[config.mk]
export PLATFORM = sky130hd
export DESIGN_NAME = control_flow_signature_checker_top_flat
export DESIGN_NICKNAME = d
export VERILOG_FILES = /design/src/rtl/core/cfsc_pkg.sv /design/src/rtl/core/cfsc_in_if.sv /design/src/rtl/core/cfsc_out_if.sv /design/src/rtl/core/cfsc_cfg_if.sv /design/src/rtl/core/cfsc_ram.sv /design/src/rtl/core/cfsc_datapath.sv /design/src/rtl/core/cfsc_ctrl.sv /design/src/rtl/core/control_flow_signature_checker_top.sv /design/src/flat_wrapper.sv
export SDC_FILE = /design/constraint.sdc
export NUM_CORES = 2
export LEC_CHECK = 0
export BUFFER_PORTS_ARGS = -buffer_cell sky130_fd_sc_hd__buf_4
export CAP_MARGIN = 20
export CELL_PAD_IN_SITES_DETAIL_PLACEMENT = 0
export CELL_PAD_IN_SITES_GLOBAL_PLACEMENT = 1
export CORE_ASPECT_RATIO = 1.5
export CORE_MARGIN = 1
export CORE_UTILIZATION = 23
export CTS_CLUSTER_DIAMETER = 30
export DETAILED_ROUTE_END_ITERATION = 8
export PLACE_DENSITY = 0.52
export SKIP_CTS_REPAIR_TIMING = 1
export SYNTH_ARGS = -nofsm -noshare
export SYNTH_HDL_FRONTEND = slang
export SYNTH_SLANG_ARGS = --single-unit
[constraint.sdc]
create_clock -name clk_i -period 16.5 [get_ports clk_i]
set_clock_uncertainty 0.1 [all_clocks]
set_input_delay 3.3 -clock clk_i [delete_from_list [all_inputs] [get_ports clk_i]]
set_output_delay 3.3 -clock clk_i [all_outputs]
set_load 0.1 [all_outputs]
[src/rtl/core/cfsc_pkg.sv]
package cfsc_pkg;

  localparam int CFSC_TABLE_ENTRIES = 16;
  localparam logic [31:0] CFSC_ROOT_RESET = 32'h0000_0001;

  localparam logic REQ_LOAD  = 1'b0;
  localparam logic REQ_CHECK = 1'b1;

  typedef enum logic [2:0] {
    ST_OK        = 3'd0,
    ST_RESTART   = 3'd1,
    ST_VIOLATION = 3'd2,
    ST_BAD_ENTRY = 3'd3,
    ST_MISSING   = 3'd4
  } cfsc_status_e;

  // Which id a table scan searches for.
  typedef enum logic [1:0] {
    KEY_POS  = 2'd0,
    KEY_ROOT = 2'd1,
    KEY_SIG  = 2'd2
  } cfsc_key_e;

  // How the position register moves when a result is set.
  typedef enum logic [1:0] {
    POS_KEEP = 2'd0,
    POS_ROOT = 2'd1,
    POS_SIG  = 2'd2
  } cfsc_pos_e;

  typedef struct packed {
    logic [31:0] node;
    logic [1:0]  count;
    logic [31:0] next_a;
    logic [31:0] next_b;
  } cfsc_entry_t;

  typedef struct packed {
    logic         capture;
    logic         load_wr;
    logic         scan_start;
    cfsc_key_e    key_sel;
    logic         res_we;
    cfsc_status_e res_status;
    cfsc_pos_e    pos_sel;
    logic         out_load;
  } cfsc_cmd_t;

  typedef struct packed {
    logic       scan_done;
    logic       found;
    logic [1:0] count;
    logic       match_a;
    logic       match_b;
  } cfsc_stat_t;

endpackage

[src/rtl/core/cfsc_in_if.sv]
interface cfsc_in_if;
  logic        valid;
  logic        ready;
  logic        req_type;
  logic [3:0]  entry_index;
  logic [31:0] node_id;
  logic [1:0]  succ_count;
  logic [31:0] succ_first;
  logic [31:0] succ_second;

  modport source (
    output valid, req_type, entry_index, node_id, succ_count, succ_first, succ_second,
    input  ready
  );
  modport sink (
    input  valid, req_type, entry_index, node_id, succ_count, succ_first, succ_second,
    output ready
  );
endinterface

[src/rtl/core/cfsc_out_if.sv]
interface cfsc_out_if;
  logic        valid;
  logic        ready;
  logic [2:0]  check_status;
  logic [31:0] current_node;

  modport source (
    output valid, check_status, current_node,
    input  ready
  );
  modport sink (
    input  valid, check_status, current_node,
    output ready
  );
endinterface

[src/rtl/core/cfsc_cfg_if.sv]
interface cfsc_cfg_if;
  logic        valid;
  logic        ready;
  logic [31:0] data;

  modport source (
    output valid, data,
    input  ready
  );
  modport sink (
    input  valid, data,
    output ready
  );
endinterface

[src/rtl/core/cfsc_ram.sv]
module cfsc_ram #(
  parameter int WIDTH = 8,
  parameter int DEPTH = 16,
  localparam int AW = (DEPTH > 1) ? $clog2(DEPTH) : 1
) (
  input  logic             clk_i,
  input  logic             we_i,
  input  logic [AW-1:0]    waddr_i,
  input  logic [WIDTH-1:0] wdata_i,
  input  logic             re_i,
  input  logic [AW-1:0]    raddr_i,
  output logic [WIDTH-1:0] rdata_o
);

  logic [WIDTH-1:0] mem_q [DEPTH];
  logic [WIDTH-1:0] rdata_q;

  always_ff @(posedge clk_i) begin
    if (we_i) begin
      mem_q[waddr_i] <= wdata_i;
    end
    if (re_i) begin
      rdata_q <= mem_q[raddr_i];
    end
  end

  assign rdata_o = rdata_q;

endmodule

[src/rtl/core/cfsc_datapath.sv]
module cfsc_datapath
  import cfsc_pkg::*;
#(
  parameter int TABLE_ENTRIES = CFSC_TABLE_ENTRIES
) (
  input  logic         clk_i,
  input  logic         rst_ni,
  input  cfsc_cmd_t    cmd_i,
  output cfsc_stat_t   stat_o,
  input  logic [3:0]   entry_index_i,
  input  logic [31:0]  node_id_i,
  input  logic [1:0]   succ_count_i,
  input  logic [31:0]  succ_first_i,
  input  logic [31:0]  succ_second_i,
  input  logic         cfg_we_i,
  input  logic [31:0]  cfg_data_i,
  output cfsc_status_e out_status_o,
  output logic [31:0]  out_node_o
);

  localparam int IDX_W = $clog2(TABLE_ENTRIES);
  localparam logic [IDX_W-1:0] LAST = IDX_W'(TABLE_ENTRIES - 1);

  logic [31:0]      root_q;
  logic [31:0]      position_q;
  logic [31:0]      sig_q;
  logic [31:0]      key_q;
  logic [31:0]      key_d;
  logic [IDX_W-1:0] addr_q;
  logic [IDX_W-1:0] pend_q;
  logic             busy_q;
  logic             rd_pend_q;
  logic             done_q;
  logic             found_q;
  logic [1:0]       count_q;
  logic [31:0]      next_a_q;
  logic [31:0]      next_b_q;
  logic [TABLE_ENTRIES-1:0] valid_q;
  cfsc_status_e     status_q;
  cfsc_status_e     out_status_q;
  logic [31:0]      out_node_q;

  logic             in_range;
  logic             ram_we;
  logic [IDX_W-1:0] waddr;
  cfsc_entry_t      wentry;
  cfsc_entry_t      rentry;
  logic             hit;
  logic             scan_end;

  assign in_range = (32'(entry_index_i) < TABLE_ENTRIES);
  assign ram_we   = cmd_i.load_wr && in_range;
  assign waddr    = IDX_W'(entry_index_i);
  assign wentry   = '{node: node_id_i, count: succ_count_i,
                      next_a: succ_first_i, next_b: succ_second_i};

  cfsc_ram #(
    .WIDTH ($bits(cfsc_entry_t)),
    .DEPTH (TABLE_ENTRIES)
  ) u_ram (
    .clk_i   (clk_i),
    .we_i    (ram_we),
    .waddr_i (waddr),
    .wdata_i (wentry),
    .re_i    (busy_q),
    .raddr_i (addr_q),
    .rdata_o (rentry)
  );

  always_comb begin
    unique case (cmd_i.key_sel)
      KEY_POS:  key_d = position_q;
      KEY_ROOT: key_d = root_q;
      KEY_SIG:  key_d = sig_q;
      default:  key_d = position_q;
    endcase
  end

  // The registered RAM read of slot pend_q is compared here; the lowest match stops the scan.
  assign hit      = rd_pend_q && valid_q[pend_q] && (rentry.node == key_q);
  assign scan_end = rd_pend_q && (hit || (pend_q == LAST));

  always_ff @(posedge clk_i or negedge rst_ni) begin
    if (!rst_ni) begin
      root_q     <= CFSC_ROOT_RESET;
      position_q <= CFSC_ROOT_RESET;
      valid_q    <= '0;
      busy_q     <= 1'b0;
      rd_pend_q  <= 1'b0;
      done_q     <= 1'b0;
      addr_q     <= '0;
      pend_q     <= '0;
    end else begin
      done_q <= 1'b0;
      if (cfg_we_i) begin
        root_q <= cfg_data_i;
      end
      if (ram_we) begin
        valid_q[waddr] <= 1'b1;
      end
      if (cmd_i.scan_start) begin
        busy_q    <= 1'b1;
        rd_pend_q <= 1'b0;
        addr_q    <= '0;
      end else if (busy_q) begin
        if (scan_end) begin
          busy_q    <= 1'b0;
          rd_pend_q <= 1'b0;
          done_q    <= 1'b1;
        end else begin
          rd_pend_q <= 1'b1;
          pend_q    <= addr_q;
          addr_q    <= (addr_q == LAST) ? addr_q : addr_q + 1'b1;
        end
      end
      if (cmd_i.res_we) begin
        unique case (cmd_i.pos_sel)
          POS_KEEP: position_q <= position_q;
          POS_ROOT: position_q <= root_q;
          POS_SIG:  position_q <= sig_q;
          default:  position_q <= root_q;
        endcase
      end
    end
  end

  always_ff @(posedge clk_i) begin
    if (cmd_i.capture) begin
      sig_q <= node_id_i;
    end
    if (cmd_i.scan_start) begin
      key_q <= key_d;
    end
    if (busy_q && scan_end) begin
      found_q  <= hit;
      count_q  <= rentry.count;
      next_a_q <= rentry.next_a;
      next_b_q <= rentry.next_b;
    end
    if (cmd_i.res_we) begin
      status_q <= cmd_i.res_status;
    end
    if (cmd_i.out_load) begin
      out_status_q <= status_q;
      out_node_q   <= position_q;
    end
  end

  assign stat_o = '{scan_done: done_q, found: found_q, count: count_q,
                    match_a: (next_a_q == sig_q), match_b: (next_b_q == sig_q)};

  assign out_status_o = out_status_q;
  assign out_node_o   = out_node_q;

  a_done_idle: assert property (@(posedge clk_i) disable iff (!rst_ni)
    done_q |-> !busy_q)
    else $error("scan done raised while the scan is still busy");

  a_last_slot_ends: assert property (@(posedge clk_i) disable iff (!rst_ni)
    (busy_q && rd_pend_q && (pend_q == LAST) && !cmd_i.scan_start) |=> (!busy_q && done_q))
    else $error("scan ran past the last slot");

  a_start_fresh: assert property (@(posedge clk_i) disable iff (!rst_ni)
    cmd_i.scan_start |=> (busy_q && !rd_pend_q && (addr_q == '0)))
    else $error("scan did not restart from slot zero");

endmodule

[src/rtl/core/cfsc_ctrl.sv]
module cfsc_ctrl
  import cfsc_pkg::*;
(
  input  logic       clk_i,
  input  logic       rst_ni,
  input  logic       in_valid_i,
  input  logic       in_req_type_i,
  output logic       in_ready_o,
  input  logic       out_ready_i,
  output logic       out_valid_o,
  input  cfsc_stat_t stat_i,
  output cfsc_cmd_t  cmd_o
);

  typedef enum logic [2:0] {
    S_IDLE,
    S_SCAN_CUR,
    S_SCAN_ROOT,
    S_SCAN_SUCC,
    S_FINISH
  } state_e;

  state_e state_q, state_d;
  logic   restart_q, restart_d;
  logic   out_valid_q, out_valid_d;
  logic   accept;

  assign in_ready_o  = (state_q == S_IDLE);
  assign accept      = in_valid_i && in_ready_o;
  assign out_valid_o = out_valid_q;

  always_comb begin
    cmd_o            = '0;
    cmd_o.key_sel    = KEY_POS;
    cmd_o.res_status = ST_OK;
    cmd_o.pos_sel    = POS_KEEP;
    state_d          = state_q;
    restart_d        = restart_q;
    out_valid_d      = out_valid_q && !out_ready_i;

    unique case (state_q)
      S_IDLE: begin
        if (accept) begin
          cmd_o.capture = 1'b1;
          if (in_req_type_i == REQ_LOAD) begin
            cmd_o.load_wr = 1'b1;
            cmd_o.res_we  = 1'b1;
            state_d       = S_FINISH;
          end else begin
            cmd_o.scan_start = 1'b1;
            cmd_o.key_sel    = KEY_POS;
            state_d          = S_SCAN_CUR;
          end
        end
      end
      S_SCAN_CUR: begin
        if (stat_i.scan_done) begin
          cmd_o.pos_sel = POS_ROOT;
          priority if (!stat_i.found) begin
            cmd_o.res_we     = 1'b1;
            cmd_o.res_status = ST_BAD_ENTRY;
            state_d          = S_FINISH;
          end else if (stat_i.count == 2'd0) begin
            // Program end: look up the root and check against its successor.
            cmd_o.scan_start = 1'b1;
            cmd_o.key_sel    = KEY_ROOT;
            state_d          = S_SCAN_ROOT;
          end else if (stat_i.count == 2'd3) begin
            cmd_o.res_we     = 1'b1;
            cmd_o.res_status = ST_BAD_ENTRY;
            state_d          = S_FINISH;
          end else if (stat_i.match_a || (stat_i.count == 2'd2 && stat_i.match_b)) begin
            cmd_o.scan_start = 1'b1;
            cmd_o.key_sel    = KEY_SIG;
            restart_d        = 1'b0;
            state_d          = S_SCAN_SUCC;
          end else begin
            cmd_o.res_we     = 1'b1;
            cmd_o.res_status = ST_VIOLATION;
            state_d          = S_FINISH;
          end
        end
      end
      S_SCAN_ROOT: begin
        if (stat_i.scan_done) begin
          cmd_o.pos_sel = POS_ROOT;
          priority if (!stat_i.found || stat_i.count != 2'd1) begin
            cmd_o.res_we     = 1'b1;
            cmd_o.res_status = ST_BAD_ENTRY;
            state_d          = S_FINISH;
          end else if (!stat_i.match_a) begin
            cmd_o.res_we     = 1'b1;
            cmd_o.res_status = ST_VIOLATION;
            state_d          = S_FINISH;
          end else begin
            cmd_o.scan_start = 1'b1;
            cmd_o.key_sel    = KEY_SIG;
            restart_d        = 1'b1;
            state_d          = S_SCAN_SUCC;
          end
        end
      end
      S_SCAN_SUCC: begin
        if (stat_i.scan_done) begin
          cmd_o.res_we = 1'b1;
          state_d      = S_FINISH;
          if (stat_i.found) begin
            cmd_o.res_status = restart_q ? ST_RESTART : ST_OK;
            cmd_o.pos_sel    = POS_SIG;
          end else begin
            cmd_o.res_status = ST_MISSING;
            cmd_o.pos_sel    = POS_ROOT;
          end
        end
      end
      S_FINISH: begin
        if (!out_valid_q || out_ready_i) begin
          cmd_o.out_load = 1'b1;
          out_valid_d    = 1'b1;
          state_d        = S_IDLE;
        end
      end
      default: begin
        state_d = S_IDLE;
      end
    endcase
  end

  always_ff @(posedge clk_i or negedge rst_ni) begin
    if (!rst_ni) begin
      state_q     <= S_IDLE;
      restart_q   <= 1'b0;
      out_valid_q <= 1'b0;
    end else begin
      state_q     <= state_d;
      restart_q   <= restart_d;
      out_valid_q <= out_valid_d;
    end
  end

  a_load_free: assert property (@(posedge clk_i) disable iff (!rst_ni)
    cmd_o.out_load |-> (!out_valid_q || out_ready_i))
    else $error("output word overwritten before it was taken");

  a_accept_leaves_idle: assert property (@(posedge clk_i) disable iff (!rst_ni)
    accept |=> (state_q != S_IDLE))
    else $error("accepted word did not start any work");

  a_done_in_scan: assert property (@(posedge clk_i) disable iff (!rst_ni)
    stat_i.scan_done |-> (state_q == S_SCAN_CUR || state_q == S_SCAN_ROOT ||
                          state_q == S_SCAN_SUCC))
    else $error("scan finished while no scan was running");

endmodule

[src/rtl/core/control_flow_signature_checker_top.sv]
// Control-flow signature checker.
// Words arrive on in_i. A load word (req_type 0) writes one table entry: node id,
// successor count and two successor ids. A check word (req_type 1) carries the
// signature of the basic block just entered and is tested against the successors
// of the node the checker stands on. Every word gives exactly one result word
// on out_o: a status code and the node the checker stands on afterwards.
// cfg_i writes the root node id; it is always ready.
// A check runs one to three sequential scans of the table RAM, one slot per cycle;
// one word is in work at a time and in_i is ready again once its result is in the
// output register.
// At reset all table entries become invalid and the position and the root id are
// both node 1. When out_o stalls, the finished result waits in the output
// register; the next word may be accepted, and its result is held internally
// until the output register is free.
module control_flow_signature_checker_top
  import cfsc_pkg::*;
#(
  parameter int TABLE_ENTRIES = CFSC_TABLE_ENTRIES
) (
  input  logic clk_i,
  input  logic rst_ni,
  cfsc_in_if.sink    in_i,
  cfsc_cfg_if.sink   cfg_i,
  cfsc_out_if.source out_o
);

  cfsc_cmd_t    cmd;
  cfsc_stat_t   stat;
  cfsc_status_e out_status;

  assign cfg_i.ready = 1'b1;

  cfsc_ctrl u_ctrl (
    .clk_i         (clk_i),
    .rst_ni        (rst_ni),
    .in_valid_i    (in_i.valid),
    .in_req_type_i (in_i.req_type),
    .in_ready_o    (in_i.ready),
    .out_ready_i   (out_o.ready),
    .out_valid_o   (out_o.valid),
    .stat_i        (stat),
    .cmd_o         (cmd)
  );

  cfsc_datapath #(
    .TABLE_ENTRIES (TABLE_ENTRIES)
  ) u_datapath (
    .clk_i         (clk_i),
    .rst_ni        (rst_ni),
    .cmd_i         (cmd),
    .stat_o        (stat),
    .entry_index_i (in_i.entry_index),
    .node_id_i     (in_i.node_id),
    .succ_count_i  (in_i.succ_count),
    .succ_first_i  (in_i.succ_first),
    .succ_second_i (in_i.succ_second),
    .cfg_we_i      (cfg_i.valid),
    .cfg_data_i    (cfg_i.data),
    .out_status_o  (out_status),
    .out_node_o    (out_o.current_node)
  );

  assign out_o.check_status = out_status;

endmodule
[src/flat_wrapper.sv]
// flat-port wrapper written by rule: the top's interface ports become plain ports
module control_flow_signature_checker_top_flat import cfsc_pkg::*;
#(
  parameter int TABLE_ENTRIES = CFSC_TABLE_ENTRIES
)
  (clk_i, rst_ni, in_i_valid, in_i_req_type, in_i_entry_index, in_i_node_id, in_i_succ_count, in_i_succ_first, in_i_succ_second, in_i_ready, cfg_i_valid, cfg_i_data, cfg_i_ready, out_o_valid, out_o_check_status, out_o_current_node, out_o_ready);
  cfsc_in_if in_i_i ();
  cfsc_cfg_if cfg_i_i ();
  cfsc_out_if out_o_i ();
  input  logic clk_i;
  input  logic rst_ni;
  input wire logic [$bits(in_i_i.valid)-1:0] in_i_valid;
  input wire logic [$bits(in_i_i.req_type)-1:0] in_i_req_type;
  input wire logic [$bits(in_i_i.entry_index)-1:0] in_i_entry_index;
  input wire logic [$bits(in_i_i.node_id)-1:0] in_i_node_id;
  input wire logic [$bits(in_i_i.succ_count)-1:0] in_i_succ_count;
  input wire logic [$bits(in_i_i.succ_first)-1:0] in_i_succ_first;
  input wire logic [$bits(in_i_i.succ_second)-1:0] in_i_succ_second;
  output wire logic [$bits(in_i_i.ready)-1:0] in_i_ready;
  input wire logic [$bits(cfg_i_i.valid)-1:0] cfg_i_valid;
  input wire logic [$bits(cfg_i_i.data)-1:0] cfg_i_data;
  output wire logic [$bits(cfg_i_i.ready)-1:0] cfg_i_ready;
  output wire logic [$bits(out_o_i.valid)-1:0] out_o_valid;
  output wire logic [$bits(out_o_i.check_status)-1:0] out_o_check_status;
  output wire logic [$bits(out_o_i.current_node)-1:0] out_o_current_node;
  input wire logic [$bits(out_o_i.ready)-1:0] out_o_ready;
  assign in_i_i.valid = in_i_valid;
  assign in_i_i.req_type = in_i_req_type;
  assign in_i_i.entry_index = in_i_entry_index;
  assign in_i_i.node_id = in_i_node_id;
  assign in_i_i.succ_count = in_i_succ_count;
  assign in_i_i.succ_first = in_i_succ_first;
  assign in_i_i.succ_second = in_i_succ_second;
  assign in_i_ready = in_i_i.ready;
  assign cfg_i_i.valid = cfg_i_valid;
  assign cfg_i_i.data = cfg_i_data;
  assign cfg_i_ready = cfg_i_i.ready;
  assign out_o_valid = out_o_i.valid;
  assign out_o_check_status = out_o_i.check_status;
  assign out_o_current_node = out_o_i.current_node;
  assign out_o_i.ready = out_o_ready;
  control_flow_signature_checker_top #(.TABLE_ENTRIES(TABLE_ENTRIES)) u_core (.clk_i(clk_i), .rst_ni(rst_ni), .in_i(in_i_i), .cfg_i(cfg_i_i), .out_o(out_o_i));
endmodule
-- Word-level counts from Yosys, hierarchy flattened
Memories as Yosys holds them, arrays and structs flattened. A register that Yosys moved wholly into a read port is not among the register bits.
Cells that the tools add are included.
Widths: inputs -> output; s select.
- output and inout port bits: 38
- bits in writable memories: 1568
- memories kept: 1
- input port bits: 140
- flip-flop bits (word level): 265
- reductions and logical operators: 25
- mux-type cells: 70
- equal/unequal tests: 28
- $lt $le $gt $ge: 3
- add/subtract/negate cells: 1
- bitwise logic cells: 4
- memory list (name ; depth ; bits a word ; rd ports ; clocked after memory_dff ; write ports ; line ; source):
    u_core.u_datapath.u_ram.mem_q ; 16 ; 98 ; 1 ; 1 ; 1 ; cfsc_ram.sv:15 ; logic [WIDTH-1:0] mem_q [DEPTH];
- operators by type and width (cell ; number):
    $pmux 32 s2 ; 2
    $eq 32x32->1 ; 3
    $mux 3 ; 19
    $mux 4 ; 10
    $mux 1 ; 26
    $ne 2x2->1 const B ; 10
    $mux 9 ; 2
    $or 16x16->16 ; 1
    $pmux 3 s5 ; 1
    $pmux 5 s3 ; 1
    $mux 6 ; 2
    $lt 4x5->1 const B ; 2
    $pmux 3 s3 ; 1
    $reduce_and 9->1 ; 1
    $eq 2x2->1 const B ; 4
    $eq 4x4->1 const B ; 2
    $logic_and 1x1->1 ; 8
    $ne 2x1->1 const B ; 4
    $eq 3x2->1 const B ; 2
    $reduce_and 3->1 ; 2
    $mux 5 ; 1
    $reduce_and 5->1 ; 1
    $add 4x1->4 const B ; 1
    $bmux 1 s4 ; 1
    15 further kinds ; 24

-- Depth between registers and ports, before layout
- word-level depth: 12
- depth in mapped cells: 13
- gate-level depth less buffers: 10

-- Cells and area by module
Synthesis repeated with hierarchy kept, for this count alone.
- cell total of the unflattened synthesis: 3306
- area, all modules: 72748.5 µm²
- by module, submodules not included (module ; cells an instance ; area an instance (µm²) ; instances):
    cfsc_ram ; 2510 ; 61497.7 ; 1
    cfsc_datapath ; 726 ; 10697.8 ; 1
    cfsc_ctrl ; 68 ; 541.8 ; 1
    control_flow_signature_checker_top ; 2 ; 11.3 ; 1

-- Least setup slack after synthesis
Ideal clock, no wire load.
- path kind: input port to flip-flop
- start point: in in_i_valid
- end point: reg u_core.u_datapath.valid_q[0]
- path slack: 4.227 ns
- required time: 16.293 ns
- setup time: 0.107 ns
- cell stages on the path: 5
- data arrival time: 12.066 ns
- cells stage by stage: and2_1 -> nand2b_1 -> or3_1 -> nor3_1 -> or2_2
- cells in the longest elaborated chain, start to end: 3
- ends and longest elaborated chain (item ; line ; source):
    start, declared ; flat_wrapper.sv:12 ; input wire logic [$bits(in_i_i.valid)-1:0] in_i_valid;
    $logic_and 1x1->1 ; cfsc_ctrl.sv:29 ; assign accept = in_valid_i && in_ready_o;
    $mux 6 ; cfsc_ctrl.sv:43 ; if (accept) begin
    $mux 2 ; cfsc_ctrl.sv:41 ; unique case (state_q)
    end signal, assigned ; cfsc_datapath.sv:87 ; valid_q <= '0;
    end signal, assigned by index ; cfsc_datapath.sv:99 ; valid_q[waddr] <= 1'b1;
    end, declared ; cfsc_datapath.sv:38 ; logic [TABLE_ENTRIES-1:0] valid_q;
No other way between the ends.
A chain may end at the register's enable or synchronous reset.

-- Worst setup path in the final report
- start point: in in_i_valid
- end point: mem u_core.u_datapath.u_ram.mem_q[12][49] (netlist bit), enable pin
- cells in the longest elaborated chain, start to end: 5
- ends and longest elaborated chain (item ; line ; source):
    $logic_and 1x1->1 ; cfsc_ctrl.sv:29 ;
    $mux 6 ; cfsc_ctrl.sv:43 ;
    $mux 2 ; cfsc_ctrl.sv:41 ;
    $mux 1 ; cfsc_ram.sv:19 ; if (we_i) begin
    $mux 1 (implied by the code) ; cfsc_ram.sv:20 ; mem_q[waddr_i] <= wdata_i;
    end, declared ; cfsc_ram.sv:15 ;
No other way between the ends.

==> flow_summary.ini <==
[run_status]
status = complete, no violations

[global_routing]
grt_pass1_vias = 39300
grt_pass1_wl_mm = 298
grtUsageTotal_pct = 12.7
antenna_found_initial = 39
grt_max_degree = 116
overflow = 0

[synth]
synth-seq-cells = 1931
postSynthAreaPerCell_um2 = 19.4
synth_ff_type = edfxtp_1
yosys.area_share.adder_pct = 0.0506
synth_edf_count = 1835
netlist_area_um2 = 74200
synth_compound_area_share_pct = 4.95
synthMuxAreaShare_pct = 13.2
ys_types = 57
synth-xor-area-share_pct = 1.17
synth_top_family_by_area = multiplexers
yosysMostFrequentCell = edfxtp_1
synth_nets = 3959
synth_commonest_cells = 1,835 x edfxtp_1, 295 x mux2i_1, 234 x o21ai_0
synth_seq_area_share_pct = 77.5
synth_top_area_share_pct = 74.3
synth-async-reset-ratio_pct = 4.97
synthCells = 3816
yosys.area_share.simple_pct = 1.98
yosysTopAreaCell = edfxtp_1
yosys-top-cells-area = edfxtp_1 74%, mux4_2 6.1%, mux2i_1 4.0%
synth_warnings = 0

[worst_setup_path]
critical_path.startpoint_type = primary input
reg2reg_to = u_core.u_datapath.u_ram.rdata_o[96]
r2r_start = u_core.u_datapath.addr_q[0]
cpPeakStageDelay_ps = 850
rrSetupSlack_ps = 11600
crit_start = in_i_valid
worstPathCellList = buf_4 > and2_2 > nor2b_1 > nand3_1 > nor3_2 > buf_4 > buf_4
crit_type = in2reg
rr_worst_depth = 8
critPathCaptureType = flop
crit_slowest_cell = buf_4
cp.arrival_ps = 6880
cp-endpoint = u_core.u_datapath.u_ram.mem_q[12][49]
crit_top_cell = buf_4
required_ps = 16830
cp_max_fo = 53

[power_and_ir_drop]
leakagePower_nw = 29.4
clock_power_share_pct = 40.0
pwr-share-seq_pct = 40.1
power_density_nw_per_um2 = 169
p_switching_mw = 4.54
combPwrFrac_pct = 19.9
p_int_mw = 10.7
netSwitchingFraction_pct = 29.7
peakVddDrop_uv = 111

[floorplanning]
num_io_pins = 178
start_util_pct = 23.1
dieArea_um2 = 325000
die_w_um = 466
num_rows = 255
fp.dieH_um = 697
core_um2 = 321000

[routing]
via_per_inst = 4.35
drt_wl_total_mm = 212
drt_iter0_drc = 2498
antenna_left = 0
first_pass_iters = 7
wl_per_cell_um = 24.5
vias = 37600
drc = 0

[flow_run]
maxCapViolations = 0

[clock_tree]
numCtsBuffers = 281
root_buffer = clkbuf_16
clk_latency_ps = 850
h-tree-depth = 5
clk_pin_slew_ps = 60
cts_buffer_depth = 4
cts_tree = yes
cts_sinks = 1931

[timing]
fmaxAchievable_mhz = 153
report.final.slew_viol_count = 0
post-route-period-util_pct = 39.6
hold_violations = 0
tightestPinTransition_ps = 1080
fin_setup_tns_ps = 0
slew_headroom_pct = 28.1
rsz0062_at_grt = no
fin_crit_ps = 6540
holdWs_ps = 310
final-setup-viol-count = 0

[cells_and_area]
drive_gt1_share_pct = 26.4
finalCoreUtilization_pct = 28.2
nFillCells = 31700
syn_to_final_growth_pct = 22.0
finalNetCount = 4294
fin_area_um2 = 90500

[placement]
finalWeightedCongestion = 0.778
place_area_um2 = 80800
dp_hpwl_mm = 120
portBuffers = 176

[min_path]
hold_class = reg2reg
## metrics by stage
stage          worst slack, ps  std cells  total power, mW
2_1_floorplan             4230       3816             8.09
3_3_place_gp              9060       8107             9.33
3_5_place_dp              9080       8107             9.34
4_1_cts                   9950       8615             15.5
5_1_grt                   9820       8620             15.8
6_report                  9960       8625             15.3
## worst max-delay path: cells and delay by family
family	cells	cell delay, ps
simple gates	4	1700
buf+inv	3	1720
## cell type report
cell class	instances	area (um2)	area share [%]
clock buffer	310	7250	8.01
antenna	9	22.5	0.0249
tap	4240	5310	5.86
sequential	1931	57500	63.6
clock inverter	198	2390	2.64
multi-input combinational	1685	16000	17.7
inverter	8	31.3	0.0346
timing repair buffer	244	1970	2.18
## routing by layer
layer,track usage [%],share of wire [%],vias to the layer above
li1,-,-,16300
met1,14.9,40,19900
met2,23.3,53,914
met3,2.10,4.2,385
met4,4.20,3.1,26
met5,0,0.070,-
## power groups by stage
| stage | clock network, mW | logic (mW) | registers [mW] |
|---|---|---|---|
| finish | 6.11 | 3.04 | 6.12 |
| global placement | 0 | 3.09 | 6.24 |
| global route | 6.42 | 3.29 | 6.14 |
| CTS | 6.25 | 3.11 | 6.14 |
| detailed placement | 0 | 3.10 | 6.24 |
| floorplan | 0 | 2.07 | 6.02 |
## cell families after synthesis
logic type,Yosys count
fa+ha+maj,3
flops,1931
other cells,1
compound gates,583
mux,694
buf+inv,200
simple gates,305
xor+xnor,99
## how the worst min path moves through the flow
stage,cells after the start,slack (ps),endpoint,from
final,0,310,u_core.u_datapath.next_a_q[23],u_core.u_datapath.u_ram.rdata_o[55]
after global routing,0,320,u_core.u_datapath.next_a_q[9],u_core.u_datapath.u_ram.rdata_o[41]
after CTS,0,320,u_core.u_datapath.next_a_q[9],u_core.u_datapath.u_ram.rdata_o[41]
after detailed placement,0,300,u_core.u_datapath.next_a_q[23],u_core.u_datapath.u_ram.rdata_o[55]
after global placement,0,300,u_core.u_datapath.next_a_q[8],u_core.u_datapath.u_ram.rdata_o[40]
after floorplan,0,300,u_core.u_datapath.count_q[0],u_core.u_datapath.u_ram.rdata_o[64]
## layout by cell type, fill, tap and decap left out, types with 29 or more instances in the layout
cell        instances
bufinv_16          33
edfxtp_1         1835
mux4_2            201
mux2_4             29
buf_4             233
a22oi_1           130
clkbuf_16         286
mux2_2            162
nand4_1            33
mux2i_1           295
a21oi_1           103
a221oi_1           98
clkinvlp_4         29
o21ai_0           234
xnor2_1            71
dfrtp_1            89
nand2_1           149
inv_6              42
## flip-flops by register name, indices dropped and copies added, names as in the netlist, 4 cells and up
signal / flops
u_core.u_datapath.sig_q: 32
u_core.u_datapath.next_a_q: 32
u_core.u_datapath.u_ram.rdata_o: 98
u_core.u_datapath.key_q: 32
u_core.u_datapath.next_b_q: 32
u_core.u_datapath.position_q: 32
u_core.u_datapath.out_node_o: 32
u_core.u_datapath.u_ram.mem_q: 1568
u_core.u_datapath.root_q: 32
u_core.u_datapath.pend_q: 4
u_core.u_datapath.addr_q: 4
u_core.u_datapath.valid_q: 16
(Power assumes the default switching activity.)
